===== src/design/cssh_pkg.sv =====
// Shared types and constants for the control surface SysEx handshake block.
// Depends on nothing; every other design file refers to it by scoped names.
`default_nettype none

package cssh_pkg;

   // Register map
   localparam int unsigned CSR_ADDR_W      = 2;
   localparam int unsigned CSR_DATA_W      = 32;
   localparam logic [1:0]  CSR_DEVICE_ID   = 2'd0;
   localparam logic [6:0]  DEVICE_ID_RESET = 7'd20;

   // Job queue between front and back
   localparam int unsigned JOB_DEPTH = 2;

   // Job codes
   localparam logic [1:0] JOB_QUERY   = 2'd0;
   localparam logic [1:0] JOB_REPLY   = 2'd1;
   localparam logic [1:0] JOB_CONFIRM = 2'd2;

   // Link states carried on results
   localparam logic [1:0] LINK_IDLE      = 2'd0;
   localparam logic [1:0] LINK_WAIT_CHAL = 2'd1;
   localparam logic [1:0] LINK_WAIT_CONF = 2'd2;
   localparam logic [1:0] LINK_CONNECTED = 2'd3;

   // Input kinds
   localparam logic KIND_RX_BYTE = 1'b0;
   localparam logic KIND_START   = 1'b1;

   // Message bytes
   localparam logic [7:0] SYX_START   = 8'hF0;
   localparam logic [7:0] SYX_END     = 8'hF7;
   localparam logic [7:0] HDR_ZERO    = 8'h00;
   localparam logic [7:0] HDR_MAKER   = 8'h66;
   localparam logic [7:0] CMD_QUERY   = 8'h00;
   localparam logic [7:0] CMD_CHAL    = 8'h01;
   localparam logic [7:0] CMD_REPLY   = 8'h02;
   localparam logic [7:0] CMD_CONFIRM = 8'h03;

   typedef struct packed {
      logic       kind;
      logic [7:0] rx_byte;
      logic       rx_last;
   } req_type;

   typedef struct packed {
      logic [7:0] tx_byte;
      logic       tx_last;
      logic       event_res;
      logic [1:0] link_state;
   } rsp_type;

   typedef struct packed {
      logic [1:0]      code;
      logic [6:0]      dev_id;
      logic [6:0][7:0] serial;
      logic [3:0][7:0] chal;
   } job_type;

endpackage

`default_nettype wire


===== src/design/cssh_front.sv =====
// Front end: tracks the received message, classifies finished messages
// and start commands into jobs. Depends on cssh_pkg.
`default_nettype none

module cssh_front (
   input  wire logic              clock,
   input  wire logic              reset,
   input  wire logic              accept,
   input  wire cssh_pkg::req_type req,
   input  wire logic [6:0]        device_id,
   output logic                   job_push,
   output cssh_pkg::job_type      job
);

   logic [4:0]      pos_ff,   pos_in;
   logic            hdr_ff,   hdr_in;
   logic [7:0]      dev_ff,   dev_in;
   logic [7:0]      cmd_ff,   cmd_in;
   logic [7:0]      serial_ff [7];
   logic [7:0]      chal_ff   [4];
   logic            rx_accept;
   logic            msg_ok;
   logic [2:0]      serial_idx;
   logic [1:0]      chal_idx;

   assign rx_accept  = accept && (req.kind == cssh_pkg::KIND_RX_BYTE);
   assign serial_idx = 3'(pos_ff - 5'd6);
   assign chal_idx   = 2'(pos_ff - 5'd13);

   // Header and id are final once the position is past byte 5.
   assign msg_ok = (pos_ff >= 5'd6) && hdr_ff && (dev_ff == {1'b0, device_id});

   always_comb begin
      pos_in = pos_ff;
      hdr_in = hdr_ff;
      dev_in = dev_ff;
      cmd_in = cmd_ff;
      if (rx_accept) begin
         if (((pos_ff == 5'd1) && (req.rx_byte != cssh_pkg::HDR_ZERO)) ||
             ((pos_ff == 5'd2) && (req.rx_byte != cssh_pkg::HDR_ZERO)) ||
             ((pos_ff == 5'd3) && (req.rx_byte != cssh_pkg::HDR_MAKER))) begin
            hdr_in = 1'b0;
         end
         if (pos_ff == 5'd4) begin
            dev_in = req.rx_byte;
         end
         if (pos_ff == 5'd5) begin
            cmd_in = req.rx_byte;
         end
         if (req.rx_last) begin
            pos_in = '0;
            hdr_in = 1'b1;
         end else if (pos_ff != 5'd31) begin
            pos_in = pos_ff + 5'd1;
         end
      end
   end

   always_ff @(posedge clock) begin
      if (reset) begin
         pos_ff <= '0;
         hdr_ff <= 1'b1;
         dev_ff <= '0;
         cmd_ff <= '0;
      end else begin
         pos_ff <= pos_in;
         hdr_ff <= hdr_in;
         dev_ff <= dev_in;
         cmd_ff <= cmd_in;
      end
   end

   // Serial and challenge bytes, no reset.
   always_ff @(posedge clock) begin
      if (rx_accept && (pos_ff >= 5'd6) && (pos_ff <= 5'd12)) begin
         serial_ff[serial_idx] <= req.rx_byte;
      end
      if (rx_accept && (pos_ff >= 5'd13) && (pos_ff <= 5'd16)) begin
         chal_ff[chal_idx] <= req.rx_byte;
      end
   end

   always_comb begin
      job_push   = 1'b0;
      job.code   = cssh_pkg::JOB_QUERY;
      job.dev_id = device_id;
      for (int i = 0; i < 7; i++) begin
         job.serial[i] = serial_ff[i];
      end
      for (int i = 0; i < 4; i++) begin
         job.chal[i] = chal_ff[i];
      end
      if (accept) begin
         priority if (req.kind == cssh_pkg::KIND_START) begin
            job_push = 1'b1;
            job.code = cssh_pkg::JOB_QUERY;
         end else if (req.rx_last && msg_ok && (cmd_ff == cssh_pkg::CMD_CHAL) &&
                      (pos_ff >= 5'd17)) begin
            job_push = 1'b1;
            job.code = cssh_pkg::JOB_REPLY;
         end else if (req.rx_last && msg_ok && (cmd_ff == cssh_pkg::CMD_CONFIRM)) begin
            job_push = 1'b1;
            job.code = cssh_pkg::JOB_CONFIRM;
         end else begin
            job_push = 1'b0;
         end
      end
   end

endmodule

`default_nettype wire


===== src/design/cssh_job_fifo.sv =====
// Short job queue between the front and back ends.
// Depends on cssh_pkg for the job type.
`default_nettype none

module cssh_job_fifo #(
   parameter int unsigned DEPTH = cssh_pkg::JOB_DEPTH
) (
   input  wire logic              clock,
   input  wire logic              reset,
   input  wire logic              push,
   input  wire cssh_pkg::job_type wr_data,
   input  wire logic              pop,
   output cssh_pkg::job_type      rd_data,
   output logic                   full,
   output logic                   empty
);

   localparam int unsigned AW = (DEPTH > 1) ? $clog2(DEPTH) : 1;
   localparam int unsigned CW = $clog2(DEPTH + 1);
   localparam logic [AW-1:0] LAST_PTR = AW'(DEPTH - 1);
   localparam logic [CW-1:0] FULL_CNT = CW'(DEPTH);

   cssh_pkg::job_type mem_ff [DEPTH];
   logic [AW-1:0] wr_ptr_ff, wr_ptr_in;
   logic [AW-1:0] rd_ptr_ff, rd_ptr_in;
   logic [CW-1:0] count_ff,  count_in;
   logic          do_push, do_pop;

   assign full    = (count_ff == FULL_CNT);
   assign empty   = (count_ff == '0);
   assign do_push = push && !full;
   assign do_pop  = pop && !empty;
   assign rd_data = mem_ff[rd_ptr_ff];

   always_comb begin
      wr_ptr_in = wr_ptr_ff;
      rd_ptr_in = rd_ptr_ff;
      count_in  = count_ff;
      if (do_push) begin
         wr_ptr_in = (wr_ptr_ff == LAST_PTR) ? '0 : wr_ptr_ff + AW'(1);
      end
      if (do_pop) begin
         rd_ptr_in = (rd_ptr_ff == LAST_PTR) ? '0 : rd_ptr_ff + AW'(1);
      end
      if (do_push && !do_pop) begin
         count_in = count_ff + CW'(1);
      end else if (do_pop && !do_push) begin
         count_in = count_ff - CW'(1);
      end
   end

   always_ff @(posedge clock) begin
      if (reset) begin
         wr_ptr_ff <= '0;
         rd_ptr_ff <= '0;
         count_ff  <= '0;
      end else begin
         wr_ptr_ff <= wr_ptr_in;
         rd_ptr_ff <= rd_ptr_in;
         count_ff  <= count_in;
      end
   end

   always_ff @(posedge clock) begin
      if (do_push) begin
         mem_ff[wr_ptr_ff] <= wr_data;
      end
   end

endmodule

`default_nettype wire


===== src/design/cssh_back.sv =====
// Back end: plays a job out as result transfers through an output register.
// Depends on cssh_pkg for the job and result types.
`default_nettype none

module cssh_back (
   input  wire logic              clock,
   input  wire logic              reset,
   input  wire cssh_pkg::job_type job_data,
   input  wire logic              job_empty,
   output logic                   job_pop,
   output logic                   out_valid,
   output cssh_pkg::rsp_type      out_data,
   input  wire logic              out_pop
);

   cssh_pkg::job_type job_ff;
   logic [4:0]        idx_ff, idx_in;
   logic              busy_ff, busy_in;
   logic              valid_ff, valid_in;
   cssh_pkg::rsp_type data_ff, data_in;
   cssh_pkg::rsp_type cur;
   logic              can_load;
   logic [7:0]        resp [4];

   // Reply bytes from the stored challenge; only the low 7 bits are kept.
   always_comb begin
      logic [7:0] c0, c1, c2, c3;
      c0 = job_ff.chal[0];
      c1 = job_ff.chal[1];
      c2 = job_ff.chal[2];
      c3 = job_ff.chal[3];
      resp[0] = 8'h7F & (c0 + (c1 ^ 8'h0A) - c3);
      resp[1] = 8'h7F & ((c2 >> 4) ^ (c0 + c3));
      resp[2] = 8'h7F & ((c3 - (c2 << 2)) ^ (c0 | c1));
      resp[3] = 8'h7F & (c1 - c2 + (8'hF0 ^ (c3 << 4)));
   end

   always_comb begin
      cur.tx_byte    = cssh_pkg::HDR_ZERO;
      cur.tx_last    = 1'b1;
      cur.event_res  = 1'b0;
      cur.link_state = cssh_pkg::LINK_IDLE;
      unique case (job_ff.code)
         cssh_pkg::JOB_QUERY: begin
            cur.tx_last    = (idx_ff == 5'd6);
            cur.link_state = cssh_pkg::LINK_WAIT_CHAL;
            unique case (idx_ff)
               5'd0:    cur.tx_byte = cssh_pkg::SYX_START;
               5'd1:    cur.tx_byte = cssh_pkg::HDR_ZERO;
               5'd2:    cur.tx_byte = cssh_pkg::HDR_ZERO;
               5'd3:    cur.tx_byte = cssh_pkg::HDR_MAKER;
               5'd4:    cur.tx_byte = {1'b0, job_ff.dev_id};
               5'd5:    cur.tx_byte = cssh_pkg::CMD_QUERY;
               default: cur.tx_byte = cssh_pkg::SYX_END;
            endcase
         end
         cssh_pkg::JOB_REPLY: begin
            cur.tx_last    = (idx_ff == 5'd17);
            cur.link_state = cssh_pkg::LINK_WAIT_CONF;
            unique case (idx_ff)
               5'd0:    cur.tx_byte = cssh_pkg::SYX_START;
               5'd1:    cur.tx_byte = cssh_pkg::HDR_ZERO;
               5'd2:    cur.tx_byte = cssh_pkg::HDR_ZERO;
               5'd3:    cur.tx_byte = cssh_pkg::HDR_MAKER;
               5'd4:    cur.tx_byte = {1'b0, job_ff.dev_id};
               5'd5:    cur.tx_byte = cssh_pkg::CMD_REPLY;
               5'd6:    cur.tx_byte = job_ff.serial[0];
               5'd7:    cur.tx_byte = job_ff.serial[1];
               5'd8:    cur.tx_byte = job_ff.serial[2];
               5'd9:    cur.tx_byte = job_ff.serial[3];
               5'd10:   cur.tx_byte = job_ff.serial[4];
               5'd11:   cur.tx_byte = job_ff.serial[5];
               5'd12:   cur.tx_byte = job_ff.serial[6];
               5'd13:   cur.tx_byte = resp[0];
               5'd14:   cur.tx_byte = resp[1];
               5'd15:   cur.tx_byte = resp[2];
               5'd16:   cur.tx_byte = resp[3];
               default: cur.tx_byte = cssh_pkg::SYX_END;
            endcase
         end
         cssh_pkg::JOB_CONFIRM: begin
            cur.event_res  = 1'b1;
            cur.link_state = cssh_pkg::LINK_CONNECTED;
         end
         default: begin
            cur.tx_last = 1'b1;
         end
      endcase
   end

   assign can_load  = !valid_ff || out_pop;
   assign job_pop   = !busy_ff && !job_empty;
   assign out_valid = valid_ff;
   assign out_data  = data_ff;

   always_comb begin
      idx_in   = idx_ff;
      busy_in  = busy_ff;
      valid_in = valid_ff && !out_pop;
      data_in  = data_ff;
      if (job_pop) begin
         idx_in  = '0;
         busy_in = 1'b1;
      end else if (busy_ff && can_load) begin
         valid_in = 1'b1;
         data_in  = cur;
         idx_in   = idx_ff + 5'd1;
         busy_in  = !cur.tx_last;
      end
   end

   always_ff @(posedge clock) begin
      if (reset) begin
         idx_ff   <= '0;
         busy_ff  <= 1'b0;
         valid_ff <= 1'b0;
      end else begin
         idx_ff   <= idx_in;
         busy_ff  <= busy_in;
         valid_ff <= valid_in;
      end
   end

   always_ff @(posedge clock) begin
      data_ff <= data_in;
      if (job_pop) begin
         job_ff <= job_data;
      end
   end

endmodule

`default_nettype wire


===== src/design/control_surface_sysex_handshake_top.sv =====
// Top level of the control surface SysEx handshake block.
// Depends on cssh_pkg, cssh_front, cssh_job_fifo and cssh_back.
//
// Use:
//   Input channel (req_): push one item per transfer while req_full is low.
//   An item is either one received SysEx byte (kind 0, rx_last on the final
//   byte) or a start command (kind 1).
//   A start command queues the 7-byte device query; a valid challenge
//   queues the 18-byte reply; a valid confirm queues one completion notice.
//   Result channel (rsp_): the oldest result sits on rsp_payload while
//   rsp_empty is low and leaves on a transfer with rsp_pop high.
//   A run's first result passes through the job queue, the back end's job
//   register and the output register; the run then streams one result per
//   cycle while rsp_pop is high; between runs the next job is loaded.
//   The job queue holds JOB_DEPTH runs; when it is full, req_full rises and
//   input stalls until the back end takes a job. A stalled receiver holds
//   the output register and, behind it, the queue, without losing data.
//   CSR port: device_id at byte address 0 (reset 20), written on the APB
//   access cycle; pready is always high. Write it only while idle.
//   Reset (synchronous) clears the reception state, the queue and the
//   output register; the serial and challenge stores are not cleared.
`default_nettype none

module control_surface_sysex_handshake_top #(
   parameter int unsigned JOB_DEPTH = cssh_pkg::JOB_DEPTH
) (
   input  wire logic                              clock,
   input  wire logic                              reset,
   // input channel
   input  wire logic                              req_push,
   output logic                                   req_full,
   input  wire cssh_pkg::req_type                 req_payload,
   // result channel
   output logic                                   rsp_empty,
   input  wire logic                              rsp_pop,
   output cssh_pkg::rsp_type                      rsp_payload,
   // configuration
   input  wire logic                              csr_psel,
   input  wire logic                              csr_penable,
   input  wire logic                              csr_pwrite,
   input  wire logic [cssh_pkg::CSR_ADDR_W-1:0]   csr_paddr,
   input  wire logic [cssh_pkg::CSR_DATA_W-1:0]   csr_pwdata,
   output logic [cssh_pkg::CSR_DATA_W-1:0]        csr_prdata,
   output logic                                   csr_pready
);

   logic              dev_id_we;
   logic [6:0]        dev_id_ff, dev_id_in;
   logic              req_accept;
   logic              job_push;
   cssh_pkg::job_type job_wr;
   cssh_pkg::job_type job_rd;
   logic              job_pop;
   logic              job_full;
   logic              job_empty;
   logic              out_valid;

   // Config register
   assign csr_pready = 1'b1;
   assign dev_id_we  = csr_psel && csr_penable && csr_pwrite && csr_pready &&
                       (csr_paddr == cssh_pkg::CSR_DEVICE_ID);
   assign dev_id_in  = dev_id_we ? csr_pwdata[6:0] : dev_id_ff;
   assign csr_prdata = (csr_paddr == cssh_pkg::CSR_DEVICE_ID) ?
                       {{(cssh_pkg::CSR_DATA_W-7){1'b0}}, dev_id_ff} : '0;

   always_ff @(posedge clock) begin
      if (reset) begin
         dev_id_ff <= cssh_pkg::DEVICE_ID_RESET;
      end else begin
         dev_id_ff <= dev_id_in;
      end
   end

   // Stall input whenever the queue cannot take a job, so a last byte
   // never finds it full.
   assign req_full   = job_full;
   assign req_accept = req_push && !req_full;

   cssh_front u_front (
      .clock     (clock),
      .reset     (reset),
      .accept    (req_accept),
      .req       (req_payload),
      .device_id (dev_id_ff),
      .job_push  (job_push),
      .job       (job_wr)
   );

   cssh_job_fifo #(
      .DEPTH (JOB_DEPTH)
   ) u_job_fifo (
      .clock   (clock),
      .reset   (reset),
      .push    (job_push),
      .wr_data (job_wr),
      .pop     (job_pop),
      .rd_data (job_rd),
      .full    (job_full),
      .empty   (job_empty)
   );

   cssh_back u_back (
      .clock     (clock),
      .reset     (reset),
      .job_data  (job_rd),
      .job_empty (job_empty),
      .job_pop   (job_pop),
      .out_valid (out_valid),
      .out_data  (rsp_payload),
      .out_pop   (rsp_pop)
   );

   assign rsp_empty = !out_valid;

   // A completion notice is always a single, final result in the connected state.
   a_notice_shape: assert property (@(posedge clock) disable iff (reset)
      (!rsp_empty && rsp_payload.event_res) |->
      (rsp_payload.tx_last && (rsp_payload.link_state == cssh_pkg::LINK_CONNECTED)))
      else $error("completion notice malformed");

   // The front never pushes a job into a full queue.
   a_no_overflow: assert property (@(posedge clock) disable iff (reset)
      job_push |-> !job_full)
      else $error("job pushed into full queue");

   // Reset leaves no result pending.
   a_reset_empty: assert property (@(posedge clock)
      reset |=> rsp_empty)
      else $error("result pending after reset");

   // A transmitted byte is never tagged with the idle link state.
   a_tx_state: assert property (@(posedge clock) disable iff (reset)
      (!rsp_empty && !rsp_payload.event_res) |->
      (rsp_payload.link_state != cssh_pkg::LINK_IDLE))
      else $error("transmit byte in idle state");

endmodule

`default_nettype wire

===== config.mk =====
export PLATFORM = sky130hd
export DESIGN_NAME = control_surface_sysex_handshake_top
export DESIGN_NICKNAME = d
export VERILOG_FILES = /design/src/design/cssh_pkg.sv /design/src/design/cssh_front.sv /design/src/design/cssh_job_fifo.sv /design/src/design/cssh_back.sv /design/src/design/control_surface_sysex_handshake_top.sv
export SDC_FILE = /design/constraint.sdc
export NUM_CORES = 1
export LEC_CHECK = 0
export ABC_AREA = 1
export ABC_CLOCK_PERIOD_IN_PS = 9500
export BUFFER_PORTS_ARGS = -buffer_cell sky130_fd_sc_hd__buf_2
export CAP_MARGIN = 20
export CORE_ASPECT_RATIO = 1.4
export CORE_MARGIN = 1.5
export CORE_UTILIZATION = 33
export CTS_BUF_LIST = sky130_fd_sc_hd__clkbuf_8 sky130_fd_sc_hd__clkbuf_16
export CTS_CLUSTER_DIAMETER = 50
export DETAILED_ROUTE_END_ITERATION = 10
export PLACE_DENSITY_LB_ADDON = 0.15
export SLEW_MARGIN = 20
export SYNTH_ARGS = -nofsm -noshare
export SYNTH_HDL_FRONTEND = slang
export SYNTH_SLANG_ARGS = --single-unit

===== constraint.sdc =====
create_clock -name clock -period 9.5 [get_ports clock]
set_input_delay 0 -clock clock [delete_from_list [all_inputs] [get_ports clock]]
set_output_delay 0 -clock clock [all_outputs]
set_load 0.05 [all_outputs]

==> impl_metrics.tcl, run 1 <==
set metrics [dict create \
    grt_setup_unrepaired "no" \
    path_cells "inv_1, ha_1, inv_1, nand3_1, nand3_1, nor2_1, o21ai_0, nand2_1, nand2_1, nor2_4, buf_4, buf_4" \
    setup_ws_ns 6.10 \
    highest_delay_cell_along_the_critical_path "sky130_fd_sc_hd__buf_4" \
    leakage_component_of_the_power_nw 7.85 \
    post-synth-top-area-cell "sky130_fd_sc_hd__edfxtp_1" \
    routed_wirelength_um 42200 \
    slew-limit-headroom_pct 31.6 \
    initial_antenna_violation_count 2 \
    met3_usage_in_global_routing_pct 1.94 \
    gr-total-overflow 0 \
    gp_routability_congestion 0.852 \
    p_total_mw 5.99 \
    antenna_fix_cells 0 \
    final_min_period_over_clock_period_pct 35.8 \
    io_pins 98 \
    tritoncts_clock_tree "done" \
    clock_insertion_delay_worst_skew_ns 0.56 \
    yosys_register_bits 419 \
    gr-usage-met1_pct 18.2 \
    whs_ns 0.00614 \
    post-synth-top-count-cell "sky130_fd_sc_hd__nand2_1" \
    min-delay-path-class "primary input to flip-flop" \
    yosys-top-cells-area "sky130_fd_sc_hd__edfxtp_1 65%, sky130_fd_sc_hd__nand2_1 11%, sky130_fd_sc_hd__dfxtp_1 4.6%, sky130_fd_sc_hd__ha_1 3.3%, sky130_fd_sc_hd__inv_1 2.9%" \
    initial_core_util_pct 33.4 \
    max-cap-violations 0 \
    synth.avg_cell_area_um2 11.3 \
    worst_ep_arrival_ns 3.56 \
    top_usage_layer "met2" \
    syn-cell-area_um2 17500 \
    route.vias.total 10700 \
    yosys_warnings 0 \
    postSynth.topFlopCell "sky130_fd_sc_hd__edfxtp_1" \
    cts_root_buf "sky130_fd_sc_hd__clkbuf_16" \
    preCtsSetupSlack_ns 6.01 \
    wire_length_of_the_first_global_routing_pass_um 63400 \
    drt_pre_antenna_iters 5 \
    synth_edf_count 379 \
    crit_path_start_kind "flip-flop" \
    post_synthesis_cell_type_count 39 \
    postRouteAntennaNets 0 \
    total_cts_buffers 42 \
    setup.worst_path.start "u_front.pos_ff[1]" \
    ys_async_sr_fraction_pct 0 \
    num_rows 99 \
    clock_skew_ns 0.0236 \
    yosysSeqAreaShare_pct 69.7 \
    hold_violations 0 \
    path_class "flip-flop to flip-flop" \
    die_y_um 275 \
    grt_pass1_vias 10500 \
    clkTransAtPathRegs_ns 0.06 \
    vdd.ir_drop.worst_mv 0.169 \
    tns_ns 0 \
    post_drt_wl_per_cell_um 17.8 \
    synthCells 1540 \
    die-width_um 198 \
    worst_hold_startpoint "req_payload[6]" \
    syn_to_final_growth_pct 14.2 \
    status "finished, final reports clean" \
    worst-slew-pin-transition_ns 1.02 \
    fin_crit_ns 3.40 \
    grt_max_degree 73 \
    cts-root-to-sink-buffers 3 \
    fp.coreArea_um2 52300 \
    slowest_delay_ns 0.79 \
    setup_violations 0 \
    cp_max_fo 60 \
    routed_via_density 4.51 \
    fin_nets 1736 \
    critical_path_required_ns 9.67 \
    drt_iter0_drc 612 \
    cts.sink_count 419 \
    die_area_um2 54400 \
    place.detailed.hpwl_um 27800 \
    power_density_nw_per_um2 300 \
    post_cts_resize_count 0 \
    global_route.usage.total_pct 15.8 \
    timing_max_transition_violations_final 0 \
    cp-end-kind "flip-flop" \
    htree_depth 2 \
    post_route_cells_drive_above_1_share_pct 8.38 \
    synth.top_cell.area_share_pct 65.1 \
    use_met2_pct 29.3 \
    drc_errors 0 \
    portBuffers 46 \
    achievable-frequency_mhz 294 \
    rr_startpoint "u_front.pos_ff[1]" \
    synthTopCellsByCount "524 x sky130_fd_sc_hd__nand2_1, 379 x sky130_fd_sc_hd__edfxtp_1, 135 x sky130_fd_sc_hd__inv_1" \
]
[critical path: cells and delay by family (launching register included)]
family | cells | cell delay [ns]
DFF | 1 | 0.39
buffers and inverters | 4 | 1.52
AOI/OAI and AO/OA | 1 | 0.12
adders and majority gates | 1 | 0.26
and+or+nand+nor | 6 | 0.66
[per-layer routing]
metal | vias up | part of all wire [%]
met2 | 206 | 53
met4 | 0 | 3.8
met3 | 71 | 3.5
met5 | - | 0
met1 | 5105 | 40
li1 | 5289 | -
[cells by family (layout without fill, tap and decap cells)]
group           Yosys count  in the layout  share of synthesized area [%]
fa+ha+maj                57             57                           4.55
buf+inv                 195            290                           4.79
simple gates            750            750                           17.2
compound gates          109            109                           3.35
flops                   419            419                           69.7
xor+xnor                  8              8                          0.401
other cells               2             26                         0.0430
[path summary, 6_finish.rpt]
kind	to	slack [ns]	cells after the start
hold reg to reg	u_job_fifo.mem_ff[1][0]	0.43	0
hold / removal	u_front.serial_ff[2][5]	0.006	1
setup reg to reg	u_job_fifo.mem_ff[0][79]	6.10	12
setup / recovery	u_job_fifo.mem_ff[0][79]	6.10	12
[registers in the layout, indices dropped and copies added (netlist names)]
signal,count
u_back.job_ff,94
u_front.hdr_ff,1
u_job_fifo.count_ff,2
u_front.serial_ff,56
u_back.idx_ff,5
dev_id_ff,7
u_back.busy_ff,1
u_front.dev_ff,8
u_back.out_data,12
u_job_fifo.wr_ptr_ff,1
u_back.out_valid,1
u_job_fifo.rd_ptr_ff,1
u_front.pos_ff,5
u_job_fifo.mem_ff,188
u_front.cmd_ff,8
u_front.chal_ff,29
[layout by cell type (no fill, tap or decap), types with 6 or more instances in the layout]
master / instances
sky130_fd_sc_hd__a21oi_1: 49
sky130_fd_sc_hd__nand4_1: 20
sky130_fd_sc_hd__inv_1: 137
sky130_fd_sc_hd__o21ai_0: 43
sky130_fd_sc_hd__dlygate4sd3_1: 20
sky130_fd_sc_hd__xor2_1: 6
sky130_fd_sc_hd__clkinv_1: 8
sky130_fd_sc_hd__ha_1: 46
sky130_fd_sc_hd__buf_2: 46
sky130_fd_sc_hd__dfxtp_1: 39
sky130_fd_sc_hd__buf_4: 10
sky130_fd_sc_hd__conb_1: 26
sky130_fd_sc_hd__nand3_1: 51
sky130_fd_sc_hd__fa_1: 11
sky130_fd_sc_hd__nor2_1: 120
sky130_fd_sc_hd__edfxtp_1: 379
sky130_fd_sc_hd__nor3_1: 19
sky130_fd_sc_hd__clkbuf_16: 42
sky130_fd_sc_hd__clkinv_2: 11
sky130_fd_sc_hd__nand2_1: 524
[stage by stage]
stage / area, µm² / utilization, % / cells
after floorplan: 17600 / - / 1564
after CTS: 20000 / 38.2 / 2364
after global routing: 20000 / 38.2 / 2366
after detailed placement: 18500 / 35.3 / 2269
final: 20000 / 38.2 / 2366
after global placement: 18400 / 35.3 / 2269
[final cells by class]
cell class / instances / area, µm²
multi-input combinational: 950 / 4560
fill: 5161 / 32300
clock buffer: 42 / 1050
inverter: 139 / 526
clock inverter: 33 / 251
timing repair buffer: 76 / 505
tap: 707 / 885
sequential: 419 / 12200
[repair_timing]
item,CTS,global route
setup buffers,0,0
hold buffers,20,0
setup endpoints to repair,0,0
hold endpoints to repair,86,0
[power breakdown]
group          leakage [nW]  internal, mW  switching (mW)
Clock                 0.657         0.870           0.704
Combinational          3.37         0.537            1.28
Sequential             3.82          2.43           0.170
Total                  7.85          3.84            2.16
Note: power is estimated with default switching activity, not from simulation.
==> inputs of run 2 (changes only) <==
--- a/config.mk
+++ b/config.mk
@@ -6,7 +6,7 @@
 export NUM_CORES = 1
 export LEC_CHECK = 0
 export ABC_AREA = 1
-export ABC_CLOCK_PERIOD_IN_PS = 9500
+export ABC_CLOCK_PERIOD_IN_PS = 2900
 export BUFFER_PORTS_ARGS = -buffer_cell sky130_fd_sc_hd__buf_2
 export CAP_MARGIN = 20
 export CORE_ASPECT_RATIO = 1.4
==> constraint.sdc (replaced) <==
create_clock -name clock -period 2.9 [get_ports clock]
set_input_delay 0 -clock clock [delete_from_list [all_inputs] [get_ports clock]]
set_output_delay 0 -clock clock [all_outputs]
set_load 0.05 [all_outputs]
==> impl_metrics.tcl, run 2 (synthesis gave the netlist of run 1 again) <==
set metrics [dict create \
    status "finished, final reports clean" \
    fin_nets 1770 \
    dpl.cell_count 2296 \
    cts-root-to-sink-buffers 3 \
    syn_to_final_growth_pct 17.4 \
    critical_path_required_ns 3.19 \
    routed_wirelength_um 42800 \
    die_y_um 275 \
    initial_core_util_pct 33.4 \
    largest_register "u_job_fifo.mem_ff" \
    hold_path_depth 3 \
    grt_max_degree 97 \
    path_cells "fa_1, inv_1, fa_2, or2_2, nand3_1, nand4_1, nor2_1, nand3_1, nand2_1, nand2_1" \
    die-width_um 198 \
    drt_iter0_drc 579 \
    crit_path_start_kind "flip-flop" \
    post_drt_wl_per_cell_um 17.8 \
    wire_length_of_the_first_global_routing_pass_um 65000 \
    clock_skew_ns 0.0132 \
    layout.cells.most_common "sky130_fd_sc_hd__nand2_1" \
    drt_pre_antenna_iters 5 \
    antenna_fix_cells 0 \
    post_route_cells_drive_above_1_share_pct 10.5 \
    leakage_component_of_the_power_nw 8.13 \
    slowest_delay_ns 0.59 \
    largestRegisters "u_job_fifo.mem_ff: 188 flops, u_back.job_ff: 94 flops, u_front.serial_ff: 56 flops" \
    max-cap-violations 0 \
    worst_ep_arrival_ns 3.00 \
    drc_errors 0 \
    highest_delay_cell_along_the_critical_path "sky130_fd_sc_hd__fa_1" \
    min-delay-path-class "primary input to flip-flop" \
    slew-limit-headroom_pct 53.7 \
    clkTransAtPathRegs_ns 0.06 \
    vdd.ir_drop.worst_mv 0.657 \
    hold_violations 0 \
    final_min_period_over_clock_period_pct 93.6 \
    tritoncts_clock_tree "done" \
    achievable-frequency_mhz 369 \
    gr-total-overflow 0 \
    global_route.usage.total_pct 16.1 \
    mostFrequentLayoutCells "523 x sky130_fd_sc_hd__nand2_1, 379 x sky130_fd_sc_hd__edfxtp_1, 136 x sky130_fd_sc_hd__inv_1" \
    worst-slew-pin-transition_ns 0.694 \
    grt_pass1_vias 10900 \
    tns_ns 0 \
    route.vias.total 10800 \
    cts_root_buf "sky130_fd_sc_hd__clkbuf_16" \
    gp_routability_congestion 0.878 \
    initial_antenna_violation_count 1 \
    die_area_um2 54400 \
    fillers 5155 \
    routed_via_density 4.50 \
    place.detailed.hpwl_um 29200 \
    total_cts_buffers 45 \
    r2r.worst_path.cells 10 \
    htree_depth 2 \
    postRouteAntennaNets 0 \
    path_class "flip-flop to flip-flop" \
    power_density_nw_per_um2 994 \
    cp_max_fo 4 \
    cp-end-kind "flip-flop" \
    num_rows 99 \
    setup_violations 0 \
    io_pins 98 \
    p_total_mw 20.4 \
    portBuffers 46 \
    fp.coreArea_um2 52300 \
    cts.sink_count 419 \
    grt_setup_unrepaired "no" \
    largest_register_ffs 188 \
    timing_max_transition_violations_final 0 \
    layoutNonFillerInstCount 2403 \
    fin_crit_ns 2.71 \
    clock_insertion_delay_worst_skew_ns 0.55 \
]
## run 2: cell count changes in the layout (fill, tap and decap cells not counted), sizes merged, moves of 3 or more
cell	change
inv	+3
buf	+26
clkinv	-6
clkbuf	+5
dlygate4sd3	+5
## run 2: repair_timing
| action | in CTS | in global routing |
|---|---|---|
| buffers inserted | 0 | 1 |
| resized for setup | 0 | 1 |
| endpoints found under the hold margin | 96 | 0 |
| hold buffers | 25 | 0 |
| setup endpoints to repair | 0 | 1 |
## run 2: per-layer routing
layer | vias to the layer above | GRT usage, % | wire length, µm
met5 | - | 0 | 0
met4 | 0 | 6.31 | 1500
met3 | 76 | 2.20 | 1460
met2 | 208 | 29.8 | 22300
met1 | 5162 | 18.7 | 17500
li1 | 5365 | - | -
## run 2: cell type report
| class | instances | area (µm²) | share of cell area, % |
|---|---|---|---|
| Sequential cell | 419 | 12200 | 59.4 |
| Multi-Input combinational cell | 950 | 4590 | 22.4 |
| Clock buffer | 47 | 1180 | 5.73 |
| Tap cell | 707 | 885 | 4.31 |
| Timing Repair Buffer | 107 | 851 | 4.15 |
| Inverter | 139 | 529 | 2.58 |
| Clock inverter | 34 | 294 | 1.43 |
## run 2: worst paths after layout
| path | start | to | slack, ns |
|---|---|---|---|
| max | u_back.job_ff[1] | u_back.out_data[6] | 0.19 |
| max reg2reg | u_back.job_ff[1] | u_back.out_data[6] | 0.19 |
| min reg2reg | u_front.serial_ff[3][5] | u_job_fifo.mem_ff[1][61] | 0.44 |
| min | csr_pwrite | dev_id_ff[3] | 0.02 |
## run 2: power by group
group          internal, mW  switching [mW]
combinational          1.95            4.33
clock                  3.32            2.36
sequential             7.94           0.505
## run 2: metrics by stage
stage | instance area (µm²) | setup WS (ns) | hold WS, ns | utilization (%)
global route | 20500 | 0.0428 | 0.0863 | 39.2
floorplan | 17600 | 0.0121 | 0.0594 | -
CTS | 20500 | 0.0846 | 0.00226 | 39.2
global placement | 18800 | 0.155 | 0.221 | 35.9
finish | 20500 | 0.186 | 0.0160 | 39.2
detailed placement | 18800 | 0.0982 | 0.230 | 35.9
## run 2: critical path: cells and delay by family, from the launching register on
kind,cells,cell delay (ns)
fa+ha+maj,2,1.01
simple gates,7,0.93
flops,1,0.45
buf+inv,1,0.08
==> inputs of run 3 (changes only) <==
==> constraint.sdc (replaced) <==
create_clock -name clock -period 2.9 [get_ports clock]
set_input_delay 0.58 -clock clock [delete_from_list [all_inputs] [get_ports clock]]
set_output_delay 0.58 -clock clock [all_outputs]
set_load 0.05 [all_outputs]
==> impl_metrics.tcl, run 3 (synthesis gave the netlist of run 1 again) <==
set metrics [dict create \
    routed_via_density 4.46 \
    drc_errors 0 \
    postLayoutCoreUtil_pct 38.7 \
    total_cts_buffers 44 \
    cp_max_fo 4 \
    fin_crit_ns 2.78 \
    fp.coreArea_um2 52300 \
    routed_wirelength_um 42500 \
    clock_skew_ns 0.0177 \
    grt_setup_unrepaired "no" \
    die_y_um 275 \
    achievable-frequency_mhz 359 \
    gr-total-overflow 0 \
    power.share.sequential_pct 41.9 \
    cts_root_buf "sky130_fd_sc_hd__clkbuf_16" \
    whs_ns 0.256 \
    drt_pre_antenna_iters 5 \
    mostFrequentLayoutCells "523 x sky130_fd_sc_hd__nand2_1, 379 x sky130_fd_sc_hd__edfxtp_1, 141 x sky130_fd_sc_hd__inv_1" \
    initial_core_util_pct 33.4 \
    syn_to_final_growth_pct 15.8 \
    portBuffers 46 \
    hold_violations 0 \
    post_drt_wl_per_cell_um 17.9 \
    timing_max_transition_violations_final 0 \
    cts.sink_count 419 \
    cp-end-kind "flip-flop" \
    largest_register "u_job_fifo.mem_ff" \
    worst-path-buf-inv 1 \
    setup_violations 0 \
    postRouteAntennaNets 0 \
    htree_depth 2 \
    drt_iter0_drc 575 \
    cp_top_family "adder cells" \
    total_switching_power_mw 7.19 \
    fillers 5123 \
    gp_routability_congestion 0.856 \
    initial_antenna_violation_count 0 \
    internal-power_mw 12.9 \
    cts_hold_buffers 0 \
    crit_path_start_kind "flip-flop" \
    tns_ns 0 \
    leakage_component_of_the_power_nw 8.02 \
    vdd.ir_drop.worst_mv 0.588 \
    wire_length_of_the_first_global_routing_pass_um 64700 \
    power.share.combinational_pct 31.7 \
    global_route.usage.total_pct 16.0 \
    fin_nets 1748 \
    cp_num_cells 10 \
    hold_path_depth 3 \
    largestRegisters "u_job_fifo.mem_ff: 188 flops, u_back.job_ff: 94 flops, u_front.serial_ff: 56 flops" \
    antenna_fix_cells 0 \
    min-delay-path-class "primary input to flip-flop" \
    status "finished, final reports clean" \
    final_min_period_over_clock_period_pct 96.0 \
    critical_path_required_ns 3.19 \
    path_class "flip-flop to flip-flop" \
    route.vias.total 10600 \
    clkTransAtPathRegs_ns 0.06 \
    post_cts_resize_count 0 \
    seqCellArea_um2 12200 \
    die-width_um 198 \
    register_to_register_setup_slack_ns 0.12 \
    num_rows 99 \
    slew-limit-headroom_pct 52.2 \
    rr_startpoint "u_back.job_ff[1]" \
    power.clock.fraction_pct 26.4 \
    r2r.worst_path.cells 10 \
    worst_ep_arrival_ns 3.08 \
    clock_insertion_delay_worst_skew_ns 0.54 \
    layout.cells.most_common "sky130_fd_sc_hd__nand2_1" \
    grt_max_degree 95 \
    power_density_nw_per_um2 992 \
    io_pins 98 \
    post_route_cells_drive_above_1_share_pct 10.6 \
    worst-slew-pin-transition_ns 0.714 \
    cts-root-to-sink-buffers 3 \
    place.detailed.hpwl_um 29800 \
    die_area_um2 54400 \
    rr_endpoint "u_back.out_data[6]" \
    tritoncts_clock_tree "done" \
    max-cap-violations 0 \
    slowest_delay_ns 0.60 \
    largest_register_ffs 188 \
    power.switching_fraction_pct 35.8 \
    path_cells "fa_1, inv_1, fa_1, or2_2, nand3_1, nand4_1, nor2_1, nand3_1, nand2_1, nand2_1" \
    setup.worst_path.start "u_back.job_ff[1]" \
    multiInputGateArea_um2 4590 \
    setup.worst_path.end "u_back.out_data[6]" \
    grt_pass1_vias 10900 \
    highest_delay_cell_along_the_critical_path "sky130_fd_sc_hd__fa_1" \
    postCtsSetupBuffers 0 \
]
run 3: area by class of cell:
type / instances / share of cell area [%]
well taps: 707 / 4.37
clock inverters: 32 / 1.05
repair buffers: 86 / 3.30
clock buffers: 49 / 5.78
flip-flops and latches: 419 / 60.2
inverters: 139 / 2.61
multi-input cells: 950 / 22.7
run 3: metrics by stage:
stage	cell area (µm²)	setup slack, ns	std cells	total power [mW]
3_5_place_dp	18900	0.118	2301	15.0
2_1_floorplan	17600	-0.0511	1564	12.8
6_report	20200	0.115	2382	20.1
3_3_place_gp	18900	0.190	2301	15.0
5_1_grt	20200	0.00461	2382	21.4
4_1_cts	20200	0.0953	2382	20.4
run 3: tightest hold or removal path, cell delays in order:
cell and delay [ns]:
sky130_fd_sc_hd__buf_2 0.08, sky130_fd_sc_hd__nand2_1 0.04, sky130_fd_sc_hd__o211ai_1 0.06
run 3: how the worst min path moves through the flow:
stage	startpoint	to	slack [ns]
floorplan	u_front.chal_ff[0][0]	u_job_fifo.mem_ff[0][0]	0.42
global placement	u_front.serial_ff[4][3]	u_job_fifo.mem_ff[0][67]	0.42
detailed placement	u_front.chal_ff[1][5]	u_job_fifo.mem_ff[0][13]	0.43
CTS	csr_pwdata[2]	dev_id_ff[2]	0.23
global route	csr_pwdata[2]	dev_id_ff[2]	0.25
finish	csr_pwdata[2]	dev_id_ff[2]	0.26
run 3: power by group through the flow:
| stage | clock [mW] | combinational, mW | sequential, mW |
|---|---|---|---|
| after detailed placement | 0 | 6.41 | 8.57 |
| after CTS | 5.47 | 6.45 | 8.45 |
| after floorplan | 0 | 4.12 | 8.67 |
| final | 5.31 | 6.37 | 8.41 |
| after global routing | 5.70 | 7.20 | 8.52 |
| after global placement | 0 | 6.39 | 8.56 |
run 3: per-layer routing:
metal  up-vias  share of wire [%]  global-route usage (%)
met1      5044                 41                    18.5
met5         -                  0                       0
met3        66                2.9                    1.91
met2       188                 53                    30.6
li1       5325                  -                       -
met4         0                2.7                    5.08
